## src/rtl/core/sha1bsh_pkg.sv

```systemverilog
package sha1bsh_pkg;

    // Sequencer states
    typedef enum logic [2:0] {
        S_IDLE,
        S_ROUND,
        S_FINAL,
        S_PAD,
        S_OUT
    } t_state;

    // Padding phases
    typedef enum logic [1:0] {
        PH_MARK,
        PH_ZERO,
        PH_LEN
    } t_pad_phase;

    typedef logic [31:0] t_word;

    // Channel payloads
    typedef struct packed {
        logic [7:0] message_byte;
        logic       byte_present;
        logic       end_of_message;
    } t_in_item;

    typedef struct packed {
        logic [31:0] digest_word;
        logic [2:0]  word_index;
        logic        last_word;
    } t_out_item;

    localparam t_word INIT_H [5] = '{
        32'h67452301, 32'hEFCDAB89, 32'h98BADCFE, 32'h10325476, 32'hC3D2E1F0
    };

    localparam t_word K_0 = 32'h5A827999;
    localparam t_word K_1 = 32'h6ED9EBA1;
    localparam t_word K_2 = 32'h8F1BBCDC;
    localparam t_word K_3 = 32'hCA62C1D6;

    localparam logic [6:0] LAST_ROUND   = 7'd79;
    localparam logic [5:0] LAST_POS     = 6'd63;
    localparam logic [5:0] PRE_LEN_POS  = 6'd55;
    localparam logic [2:0] LAST_LEN_IDX = 3'd7;
    localparam logic [2:0] LAST_WORD    = 3'd4;
    localparam logic [7:0] PAD_MARK     = 8'h80;

    // Round boolean function
    function automatic t_word f_round_fn(input logic [6:0] rnd, input t_word b,
                                         input t_word c, input t_word d);
        t_word f;
        if (rnd < 7'd20) begin
            f = d ^ (b & (c ^ d));
        end else if (rnd < 7'd40) begin
            f = b ^ c ^ d;
        end else if (rnd < 7'd60) begin
            f = (b & c) | (d & (b | c));
        end else begin
            f = b ^ c ^ d;
        end
        return f;
    endfunction

    // Round constant
    function automatic t_word f_round_k(input logic [6:0] rnd);
        t_word k;
        if (rnd < 7'd20) begin
            k = K_0;
        end else if (rnd < 7'd40) begin
            k = K_1;
        end else if (rnd < 7'd60) begin
            k = K_2;
        end else begin
            k = K_3;
        end
        return k;
    endfunction

endpackage

```

## src/rtl/core/sha1bsh_stream_if.sv

```systemverilog
// Byte input channel
interface sha1bsh_in_if;
    logic                 valid;
    logic                 ready;
    sha1bsh_pkg::t_in_item payload;

    modport source (output valid, output payload, input ready);
    modport sink   (input valid, input payload, output ready);
endinterface

// Digest output channel
interface sha1bsh_out_if;
    logic                  valid;
    logic                  ready;
    sha1bsh_pkg::t_out_item payload;

    modport source (output valid, output payload, input ready);
    modport sink   (input valid, input payload, output ready);
endinterface

```

## src/rtl/core/sha1_byte_stream_hasher.sv

```systemverilog
// SHA-1 hasher fed one message byte per transfer on i_msg.
// Each i_msg transfer carries message_byte (valid when byte_present is set)
// and end_of_message. A bare end marker (no byte) closes the message, so the
// empty message is hashed by one bare end transfer after reset or a digest.
// A byte that does not complete a 64-byte block leaves the intake open for
// the next byte. The 64th byte starts a compression: 80 rounds on the
// single shared round adder, one round per cycle, then a fold into the
// chaining words. On end of message the sequencer injects padding and the
// length, one byte per cycle, compressing as blocks fill (one or two
// blocks), then offers the five digest words on o_digest, word_index 0
// first, last_word on word 4. i_msg.ready is low while a block compresses
// after a block-filling byte, and from an end transfer until the fifth
// digest word transfers. A stall on o_digest holds the current word;
// nothing is lost. Synchronous reset (i_rst_n low) loads the initial
// chaining words and a zero byte count; the block buffer needs no clearing.
module sha1_byte_stream_hasher (
    input  logic                 i_clk,
    input  logic                 i_rst_n,
    sha1bsh_in_if.sink           i_msg,
    sha1bsh_out_if.source        o_digest
);

    sha1bsh_pkg::t_state     r_state, n_state;
    sha1bsh_pkg::t_pad_phase r_phase;
    sha1bsh_pkg::t_word      r_chain [5];
    sha1bsh_pkg::t_word      r_a, r_b, r_c, r_d, r_e;
    logic [60:0]             r_total;
    logic [63:0]             r_bit_len;
    logic [511:0]            r_blk;
    logic [6:0]              r_round;
    logic [2:0]              r_len_idx;
    logic [2:0]              r_idx;
    logic                    r_pad_on;
    logic                    r_pad_done;

    logic                    in_fire;
    logic                    out_fire;
    logic [5:0]              pos;
    logic                    take;
    logic [7:0]              take_val;
    logic                    blk_full;
    sha1bsh_pkg::t_word      w_cur;
    sha1bsh_pkg::t_word      w_mix;
    sha1bsh_pkg::t_word      w_new;
    sha1bsh_pkg::t_word      round_sum;

    assign in_fire  = i_msg.valid & i_msg.ready;
    assign out_fire = o_digest.valid & o_digest.ready;
    assign pos      = r_total[5:0];

    // Byte intake: either the accepted message byte or a padding byte
    always_comb begin
        take     = 1'b0;
        take_val = i_msg.payload.message_byte;
        if (r_state == sha1bsh_pkg::S_IDLE) begin
            take     = in_fire & i_msg.payload.byte_present;
            take_val = i_msg.payload.message_byte;
        end else if (r_state == sha1bsh_pkg::S_PAD) begin
            take = 1'b1;
            case (r_phase)
                sha1bsh_pkg::PH_MARK: take_val = sha1bsh_pkg::PAD_MARK;
                sha1bsh_pkg::PH_LEN:  take_val = r_bit_len[{3'd7 - r_len_idx, 3'b000} +: 8];
                default:              take_val = 8'h00;
            endcase
        end
    end

    assign blk_full = take && (pos == sha1bsh_pkg::LAST_POS);

    // Schedule window: word 0 is the oldest, in the top bits
    assign w_cur = r_blk[511:480];
    assign w_mix = r_blk[95:64] ^ r_blk[255:224] ^ r_blk[447:416] ^ r_blk[511:480];
    assign w_new = {w_mix[30:0], w_mix[31]};

    // Shared round adder
    assign round_sum = {r_a[26:0], r_a[31:27]}
                     + sha1bsh_pkg::f_round_fn(r_round, r_b, r_c, r_d)
                     + r_e + sha1bsh_pkg::f_round_k(r_round) + w_cur;

    // Next state
    always_comb begin
        n_state = r_state;
        case (r_state)
            sha1bsh_pkg::S_IDLE: begin
                if (in_fire) begin
                    if (blk_full) begin
                        n_state = sha1bsh_pkg::S_ROUND;
                    end else if (i_msg.payload.end_of_message) begin
                        n_state = sha1bsh_pkg::S_PAD;
                    end
                end
            end
            sha1bsh_pkg::S_ROUND: begin
                if (r_round == sha1bsh_pkg::LAST_ROUND) begin
                    n_state = sha1bsh_pkg::S_FINAL;
                end
            end
            sha1bsh_pkg::S_FINAL: begin
                if (!r_pad_on) begin
                    n_state = sha1bsh_pkg::S_IDLE;
                end else if (r_pad_done) begin
                    n_state = sha1bsh_pkg::S_OUT;
                end else begin
                    n_state = sha1bsh_pkg::S_PAD;
                end
            end
            sha1bsh_pkg::S_PAD: begin
                if (blk_full) begin
                    n_state = sha1bsh_pkg::S_ROUND;
                end
            end
            sha1bsh_pkg::S_OUT: begin
                if (out_fire && (r_idx == sha1bsh_pkg::LAST_WORD)) begin
                    n_state = sha1bsh_pkg::S_IDLE;
                end
            end
            default: n_state = sha1bsh_pkg::S_IDLE;
        endcase
    end

    // Channel outputs
    always_comb begin
        i_msg.ready                  = (r_state == sha1bsh_pkg::S_IDLE);
        o_digest.valid               = (r_state == sha1bsh_pkg::S_OUT);
        o_digest.payload.digest_word = r_chain[r_idx];
        o_digest.payload.word_index  = r_idx;
        o_digest.payload.last_word   = (r_idx == sha1bsh_pkg::LAST_WORD);
    end

    // Control and chaining state
    always_ff @(posedge i_clk) begin
        if (!i_rst_n) begin
            r_state    <= sha1bsh_pkg::S_IDLE;
            r_phase    <= sha1bsh_pkg::PH_MARK;
            r_total    <= '0;
            r_round    <= '0;
            r_len_idx  <= '0;
            r_idx      <= '0;
            r_pad_on   <= 1'b0;
            r_pad_done <= 1'b0;
            r_chain    <= sha1bsh_pkg::INIT_H;
        end else begin
            r_state <= n_state;

            if (take) begin
                r_total <= r_total + 61'd1;
            end

            // end of message arms the padding sequence
            if (r_state == sha1bsh_pkg::S_IDLE && in_fire &&
                i_msg.payload.end_of_message) begin
                r_pad_on   <= 1'b1;
                r_pad_done <= 1'b0;
                r_phase    <= sha1bsh_pkg::PH_MARK;
                r_len_idx  <= '0;
            end

            // padding phase steps
            if (r_state == sha1bsh_pkg::S_PAD) begin
                case (r_phase)
                    sha1bsh_pkg::PH_MARK: begin
                        r_phase <= (pos == sha1bsh_pkg::PRE_LEN_POS) ?
                                   sha1bsh_pkg::PH_LEN : sha1bsh_pkg::PH_ZERO;
                    end
                    sha1bsh_pkg::PH_ZERO: begin
                        if (pos == sha1bsh_pkg::PRE_LEN_POS) begin
                            r_phase <= sha1bsh_pkg::PH_LEN;
                        end
                    end
                    sha1bsh_pkg::PH_LEN: begin
                        r_len_idx <= r_len_idx + 3'd1;
                        if (r_len_idx == sha1bsh_pkg::LAST_LEN_IDX) begin
                            r_pad_done <= 1'b1;
                        end
                    end
                    default: r_phase <= sha1bsh_pkg::PH_MARK;
                endcase
            end

            // round counter
            if (blk_full) begin
                r_round <= '0;
            end else if (r_state == sha1bsh_pkg::S_ROUND) begin
                r_round <= r_round + 7'd1;
            end

            // fold working words into the chain
            if (r_state == sha1bsh_pkg::S_FINAL) begin
                r_chain[0] <= r_chain[0] + r_a;
                r_chain[1] <= r_chain[1] + r_b;
                r_chain[2] <= r_chain[2] + r_c;
                r_chain[3] <= r_chain[3] + r_d;
                r_chain[4] <= r_chain[4] + r_e;
            end

            // digest word transfers; restart after the last one
            if (r_state == sha1bsh_pkg::S_OUT && out_fire) begin
                if (r_idx == sha1bsh_pkg::LAST_WORD) begin
                    r_idx      <= '0;
                    r_chain    <= sha1bsh_pkg::INIT_H;
                    r_total    <= '0;
                    r_pad_on   <= 1'b0;
                    r_pad_done <= 1'b0;
                end else begin
                    r_idx <= r_idx + 3'd1;
                end
            end
        end
    end

    // Datapath: block window, length, working words
    always_ff @(posedge i_clk) begin
        if (take) begin
            r_blk <= {r_blk[503:0], take_val};
        end else if (r_state == sha1bsh_pkg::S_ROUND) begin
            r_blk <= {r_blk[479:0], w_new};
        end

        if (r_state == sha1bsh_pkg::S_IDLE && in_fire && i_msg.payload.end_of_message) begin
            r_bit_len <= {r_total + 61'(i_msg.payload.byte_present), 3'b000};
        end

        if (blk_full) begin
            r_a <= r_chain[0];
            r_b <= r_chain[1];
            r_c <= r_chain[2];
            r_d <= r_chain[3];
            r_e <= r_chain[4];
        end else if (r_state == sha1bsh_pkg::S_ROUND) begin
            r_a <= round_sum;
            r_b <= r_a;
            r_c <= {r_b[1:0], r_b[31:2]};
            r_d <= r_c;
            r_e <= r_d;
        end
    end

`ifndef NO_ASSERTIONS
    // intake and digest output never overlap
    a_no_overlap: assert property (@(posedge i_clk) disable iff (!i_rst_n)
        !(i_msg.ready && o_digest.valid))
        else $error("intake open while digest pending");

    // the last round always hands over to the chain update
    a_round_end: assert property (@(posedge i_clk) disable iff (!i_rst_n)
        (r_state == sha1bsh_pkg::S_ROUND && r_round == sha1bsh_pkg::LAST_ROUND)
        |=> r_state == sha1bsh_pkg::S_FINAL)
        else $error("round sequence did not end in chain update");

    // digest output starts only on a block boundary after full padding
    a_out_aligned: assert property (@(posedge i_clk) disable iff (!i_rst_n)
        (r_state == sha1bsh_pkg::S_FINAL && r_pad_on && r_pad_done)
        |=> (r_state == sha1bsh_pkg::S_OUT && r_total[5:0] == 6'd0))
        else $error("digest offered off a block boundary");

    // last digest word restarts the message
    a_restart: assert property (@(posedge i_clk) disable iff (!i_rst_n)
        (out_fire && o_digest.payload.last_word)
        |=> (r_state == sha1bsh_pkg::S_IDLE && r_total == 61'd0 && !r_pad_on))
        else $error("no restart after last digest word");
`endif

endmodule

```

## src/flat_wrapper.sv

```systemverilog
// flat-port wrapper written by rule: the top's interface ports become plain ports
module sha1_byte_stream_hasher_flat 
  (i_clk, i_rst_n, i_msg_valid, i_msg_payload, i_msg_ready, o_digest_valid, o_digest_payload, o_digest_ready);
  sha1bsh_in_if i_msg_i ();
  sha1bsh_out_if o_digest_i ();
  input  logic i_clk;
  input  logic i_rst_n;
  input wire logic [$bits(i_msg_i.valid)-1:0] i_msg_valid;
  input wire logic [$bits(i_msg_i.payload)-1:0] i_msg_payload;
  output wire logic [$bits(i_msg_i.ready)-1:0] i_msg_ready;
  output wire logic [$bits(o_digest_i.valid)-1:0] o_digest_valid;
  output wire logic [$bits(o_digest_i.payload)-1:0] o_digest_payload;
  input wire logic [$bits(o_digest_i.ready)-1:0] o_digest_ready;
  assign i_msg_i.valid = i_msg_valid;
  assign i_msg_i.payload = i_msg_payload;
  assign i_msg_ready = i_msg_i.ready;
  assign o_digest_valid = o_digest_i.valid;
  assign o_digest_payload = o_digest_i.payload;
  assign o_digest_i.ready = o_digest_ready;
  sha1_byte_stream_hasher u_core (.i_clk(i_clk), .i_rst_n(i_rst_n), .i_msg(i_msg_i), .o_digest(o_digest_i));
endmodule
```

## config.mk

```make
export PLATFORM = sky130hd
export DESIGN_NAME = sha1_byte_stream_hasher_flat
export DESIGN_NICKNAME = d
export VERILOG_FILES = /design/src/rtl/core/sha1bsh_pkg.sv /design/src/rtl/core/sha1bsh_stream_if.sv /design/src/rtl/core/sha1_byte_stream_hasher.sv /design/src/flat_wrapper.sv
export SDC_FILE = /design/constraint.sdc
export NUM_CORES = 2
export LEC_CHECK = 0
export BUFFER_PORTS_ARGS = -buffer_cell sky130_fd_sc_hd__buf_2
export CAP_MARGIN = 0
export CORE_ASPECT_RATIO = 1.75
export CORE_MARGIN = 1.5
export CORE_UTILIZATION = 49
export CTS_BUF_LIST = sky130_fd_sc_hd__clkbuf_8
export CTS_CLUSTER_DIAMETER = 200
export DETAILED_ROUTE_END_ITERATION = 10
export GPL_ROUTABILITY_DRIVEN = 0
export GPL_TIMING_DRIVEN = 0
export PLACE_DENSITY = 0.73
export SLEW_MARGIN = 30
export SYNTH_ARGS = -nofsm -noshare
export SYNTH_HDL_FRONTEND = slang
export SYNTH_SLANG_ARGS = --single-unit
```

## constraint.sdc

```tcl
create_clock -name i_clk -period 75.2 [get_ports i_clk]
set_input_delay 7.52 -clock i_clk [delete_from_list [all_inputs] [get_ports i_clk]]
set_output_delay 7.52 -clock i_clk [all_outputs]
set_load 0.01 [all_outputs]
```

# Yosys cells after proc, flatten, opt, wreduce, memory -nomap -nowiden
# Index checks and enable logic that the tools add are counted.
# totals
ff_bits,974
latchBits,0
ram_bits,0
rom_bits,0
input_bits,14
out_inout_bits,38
n_memories,0
# op_classes
n_addsub,15
multipliers,0
div_mod_pow,0
n_lt_le_gt_ge,4
eq_ne,16
shifts,1
mux,59
bitwise_logic,17
reduce_logical,11
# ops
operator,n
$mux W512,2
$mux W32,17
$mux W160,3
$add A32 B32 Y32,9
$xor A32 B32 Y32,7
$mux W61,3
$and A32 B32 Y32,3
$bmux W32 S3,1
$or A32 B32 Y32,2
$shiftx A64 B7 Y8,1
$add A61 B1 Y61,1
$add A61 B1 Y61 const B,1
$mux W3,12
$mux W31,1
$mux W8,2
$pmux W8 S2,1
$pmux W3 S5,1
$lt A7 B6 Y1 const B,2
$eq A6 B6 Y1 const B,2
$mux W1,11
$eq A3 B3 Y1 const B,3
$mux W2,4
$add A7 B1 Y7 const B,1
$eq A7 B7 Y1 const B,1
other kinds (21),32

# Longest topological paths before layout
# depth
word_depth,12
ltp_mapped,28

# Least setup slack after synthesis
# No wires, ideal clock.
# synth_path
kind,input to register
startpoint,input i_msg_payload[1]
endpoint,register u_core.r_blk[0] (enable)
setup_time_ns,1.398
arrival_time_ns,28.781
t_required_ns,73.802
path_slack_ns,45.021
path_stages,2
path_cell_list,a31oi_1 > nor2_1
# synth_via
elab_chain_len,3
# synth_lines
item,line_no,source
start: declaration,flat_wrapper.sv:9,input wire logic [$bits(i_msg_i.payload)-1:0] i_msg_payload;
$and A1 B1 Y1,sha1_byte_stream_hasher.sv:56,take = in_fire & i_msg.payload.byte_present;
$mux W1,sha1_byte_stream_hasher.sv:55,if (r_state == sha1bsh_pkg::S_IDLE) begin
$reduce_bool A2 Y1 (no line),n/a,
end signal: assignment,sha1_byte_stream_hasher.sv:214,"r_blk <= {r_blk[503:0], take_val};"
end signal: assignment,sha1_byte_stream_hasher.sv:216,"r_blk <= {r_blk[479:0], w_new};"
end: declaration,sha1_byte_stream_hasher.sv:29,logic [511:0] r_blk;
# No other way between the ends.
# A chain may end at the register's enable or synchronous reset.

# Worst setup path after layout
# layout_path
startpoint,register u_core.r_idx[0]
endpoint,output o_digest_payload[33]
# layout_via
elab_chain_len,4
# layout_lines
item,line_no,source
start: declaration,sha1_byte_stream_hasher.sv:32,logic [2:0] r_idx;
start signal: assignment,sha1_byte_stream_hasher.sv:205,r_idx <= r_idx + 3'd1;
$not A3 Y4 (not written as such),sha1_byte_stream_hasher.sv:125,o_digest.payload.digest_word = r_chain[r_idx];
$bmux W32 S3,sha1_byte_stream_hasher.sv:125,
$mux W32 (not written as such) (2 in a row),sha1_byte_stream_hasher.sv:125,
end: declaration,flat_wrapper.sv:12,output wire logic [$bits(o_digest_i.payload)-1:0] o_digest_payload;
# No other way between the ends. The select of a mux whose other input is x is not followed.

==> impl_metrics.tcl <==
set metrics [dict create \
    run_status "complete, but fails checks" \
    failing_checks "DRC" \
    vias 46700 \
    clk_pin_slew_ps 70 \
    critPathKind "flop to output pin" \
    final_critical_path_setup_slack_ps 63620 \
    postSynth.asyncResetShare 0 \
    r2r_cells 26 \
    met2WireLength_um 92700 \
    placementRows 162 \
    fp.dieArea_mm2 0.115 \
    io_buffers 51 \
    post-synth-top-area-cell "sky130_fd_sc_hd__edfxtp_1" \
    yosysWarningCount 0 \
    die-width_um 257 \
    worst-path-max-fanout 10 \
    required_time_of_the_critical_path_ps 67680 \
    num-nets-final 6484 \
    crit_start "u_core.r_idx[0]$_SDFFE_PN0P_" \
    topRoutingLayerUsed "met5" \
    met3RoutedLength_um 21700 \
    worstReg2RegEnd "u_core.r_a[30]$_DFFE_PP_" \
    viasPerCell 6.02 \
    dominant_register_cell_in_the_synthesized_netlist "sky130_fd_sc_hd__edfxtp_1" \
    yosysSeqAreaShare 0.486 \
    grtUsageTotal 0.352 \
    synth.cell_area_mm2 0.0552 \
    setup_viol_count_final 0 \
    hold_viol 0 \
    synth_fp_nets 6241 \
    yosys.cell_types.count 95 \
    multi_input_area_mm2 0.0264 \
    post_cts.resized_instances 0 \
    worst_skew_pair.late_latency_ps 920 \
    post-route-period-util 0.154 \
    tritoncts "built" \
    dp_hpwl_um 149000 \
    reg2reg_from "u_core.r_round[5]$_SDFFE_PP0P_" \
    grt_overflow 0 \
    core_area_mm2 0.111 \
    die_y_um 447 \
    initial_core_util 0.495 \
    nFillCells 9924 \
    drive_above_1_share 0.0766 \
    syn2layout_area_growth_pct 11.0 \
    clock-root-buffer "sky130_fd_sc_hd__clkbuf_8" \
    hold_class "flop to flop" \
    hold_path_depth 2 \
    clock-sinks 974 \
    detail_route.wirelength.met1_um 62500 \
    avgSynthCellArea_um2 9.35 \
    post_synth_main_area_contributors "sky130_fd_sc_hd__edfxtp_1, sky130_fd_sc_hd__nand2_1, sky130_fd_sc_hd__dfxtp_1, sky130_fd_sc_hd__ha_1, sky130_fd_sc_hd__fa_1" \
    maximum_root_to_sink_buffer_count 3 \
    achievable-frequency_ghz 0.0864 \
    synth_cells 5903 \
    post_route_setup_tns_ps 0 \
    post_drt_wl_per_cell_um 25.8 \
    floorplan.io_pins 52 \
    critPathLaunchType "flop" \
    ys_seq_elements 974 \
    dpl_worst_slack_ps 63470 \
    holdBufCountCts 0 \
    post-cts-setup-buffers 0 \
    cts_buffers 148 \
    htreeDepth 4 \
    sequential_cell_area_mm2 0.0268 \
    count_of_flip_flops_with_a_built_in_enable_after_synthesis 733 \
    totalWireLength_um 200000 \
    critPathArrivalTime_ps 4060 \
    timing.final.crit_period_ps 11580 \
    grt_setup_unrepaired "no" \
    worstSetupEndpointType "output pin" \
    timing.max_slew.rel_slack 0.218 \
    grt_antenna_before_repair 16 \
    netlist.area_leader.share 0.399 \
    hold_start "u_core.r_chain[106]$_SDFF_PN0_" \
    wire_length_of_the_first_global_routing_pass_um 294000 \
    maximum_number_of_pins_on_one_net_before_global_route_repair 46 \
    ant_nets 0 \
    worst_pin_slew_ps 1170 \
    ff2ff_setup_slack_ps 66590 \
    firstDrtPassIters 11 \
    fin_skew_ps 69.7 \
    first_global_vias 46300 \
    max_slew_vio_count 0 \
    first_iter_violations 5761 \
    hold_path_end "u_core.r_chain[106]$_SDFF_PN0_" \
    detail_route.drc_violations 3 \
    max_cap_violations 0 \
]
-- layout make-up --
class / instances / area share
flip-flops and latches: 974 / 0.438
multi-input cells: 4406 / 0.431
clock buffers: 162 / 0.0364
well taps: 1476 / 0.0301
repair buffers: 93 / 0.0192
plain buffers: 274 / 0.0180
inverters: 249 / 0.0152
clock inverters: 107 / 0.0115
diodes: 12 / 0.000490
-- worst max-delay path: stages, from the launching register on --
cell and delay, ps:
sky130_fd_sc_hd__dfxtp_1 330, sky130_fd_sc_hd__clkbuf_1 400, sky130_fd_sc_hd__inv_1 250, sky130_fd_sc_hd__and3_1 190, sky130_fd_sc_hd__clkbuf_1 740, sky130_fd_sc_hd__clkbuf_1 480
sky130_fd_sc_hd__nand2_1 90, sky130_fd_sc_hd__o21ai_0 390, sky130_fd_sc_hd__buf_2 280
-- cell usage in the layout (no fill, tap or decap), types with 12 or more instances in the layout --
master                     count
sky130_fd_sc_hd__a211oi_1     26
sky130_fd_sc_hd__o21ai_1      16
sky130_fd_sc_hd__nor3_1       42
sky130_fd_sc_hd__clkbuf_8    162
sky130_fd_sc_hd__o21a_1       26
sky130_fd_sc_hd__mux4_2       45
sky130_fd_sc_hd__xnor2_1     240
sky130_fd_sc_hd__clkinv_2     19
sky130_fd_sc_hd__dfxtp_1     241
sky130_fd_sc_hd__nand4_1      43
sky130_fd_sc_hd__nand2_1    2178
sky130_fd_sc_hd__buf_1        17
sky130_fd_sc_hd__or3_1        37
sky130_fd_sc_hd__or2_2        13
sky130_fd_sc_hd__inv_1       297
sky130_fd_sc_hd__clkinv_1     20
sky130_fd_sc_hd__o211ai_1     55
sky130_fd_sc_hd__a21oi_1     271
sky130_fd_sc_hd__clkbuf_1    198
sky130_fd_sc_hd__diode_2      12
sky130_fd_sc_hd__nor2b_1      22
sky130_fd_sc_hd__ha_1        200
sky130_fd_sc_hd__fa_1        124
sky130_fd_sc_hd__nor2_1      237
sky130_fd_sc_hd__o221a_2      23
sky130_fd_sc_hd__and2_1       13
sky130_fd_sc_hd__mux2i_1      44
sky130_fd_sc_hd__nand3_1      75
sky130_fd_sc_hd__and3_1       29
sky130_fd_sc_hd__o21ai_0     202
sky130_fd_sc_hd__a21o_1       92
sky130_fd_sc_hd__edfxtp_1    733
sky130_fd_sc_hd__nand2b_1     27
sky130_fd_sc_hd__o21bai_1     26
sky130_fd_sc_hd__o221ai_1     12
sky130_fd_sc_hd__xor2_1      124
sky130_fd_sc_hd__a31oi_1      16
sky130_fd_sc_hd__buf_16       27
sky130_fd_sc_hd__clkbuf_2     48
sky130_fd_sc_hd__buf_2        63
-- kinds of logic (layout without fill, tap and decap cells) --
group,Yosys count,after routing,share of synthesized area
compound gates,863,863,0.101
xor+xnor,364,364,0.0577
fa+ha+maj,324,324,0.0903
buf+inv,523,885,0.0358
flops,974,974,0.486
mux,94,94,0.0274
other cells,0,12,0
simple gates,2761,2761,0.202
-- worst max path at each step --
stage	endpoint	slack [ps]	cells after the start
finish	o_digest_payload[33]	63620	8
global placement	u_core.r_blk[314]$_DFFE_PP_	36430	3
CTS	o_digest_payload[32]	63670	7
floorplan	u_core.r_blk[0]$_DFFE_PP_	45020	2
global route	o_digest_payload[34]	63700	8
detailed placement	u_core.r_c[14]$_DFFE_PP_	63470	11
-- cell usage after synthesis (all sizes together), types with 4 or more instances --
master / count
xor2: 124
and3: 29
a31oi: 17
o21a: 26
ha: 200
inv: 249
or2: 14
o221a: 23
a211oi: 27
and2: 13
buf: 28
o211ai: 55
nand2b: 27
nand4b: 5
a2111oi: 8
fa: 124
mux2i: 44
mux4: 45
xnor2: 240
nor3b: 4
clkbuf: 246
nor2: 241
nor2b: 22
a221oi: 11
a211o: 8
a21o: 92
o311ai: 6
nand4: 43
edfxtp: 733
o31ai: 8
dfxtp: 241
or3: 37
mux2: 5
a21boi: 5
nand2: 2179
a21oi: 276
o21ai: 224
nand3: 75
and4: 7
nor3: 45
o21bai: 26
or4: 5
nor4: 7
o221ai: 13
-- sequential cells by signal, summed over array words and instances (netlist names), 2 cells and up --
name              cells
u_core.r_len_idx      3
u_core.r_c           32
u_core.r_state        3
u_core.r_b           32
u_core.r_e           32
u_core.r_bit_len     61
u_core.r_a           32
u_core.r_phase        2
u_core.r_idx          3
u_core.r_blk        512
u_core.r_chain      160
u_core.r_d           32
u_core.r_round        7
u_core.r_total       61
-- stage by stage --
| stage | cell area (µm²) | util | std cells | hold WS [ps] |
|---|---|---|---|---|
| 2_1_floorplan | 55200 | - | 5903 | 456 |
| 3_3_place_gp | 57300 | 0.514 | 7430 | 473 |
| 3_5_place_dp | 58200 | 0.522 | 7465 | 487 |
| 4_1_cts | 61200 | 0.549 | 7734 | 496 |
| 5_1_grt | 61300 | 0.550 | 7743 | 521 |
| 6_report | 61300 | 0.550 | 7753 | 497 |
-- layer usage --
layer | vias up | GRT usage
met4 | 5 | 0.328
met1 | 22100 | 0.359
met2 | 2906 | 0.571
li1 | 20600 | -
met3 | 1103 | 0.112
met5 | - | 0
Power is left out: the tool's default activity adds up to more than one toggle a clock period on the data nets, which glitch-free logic cannot reach.
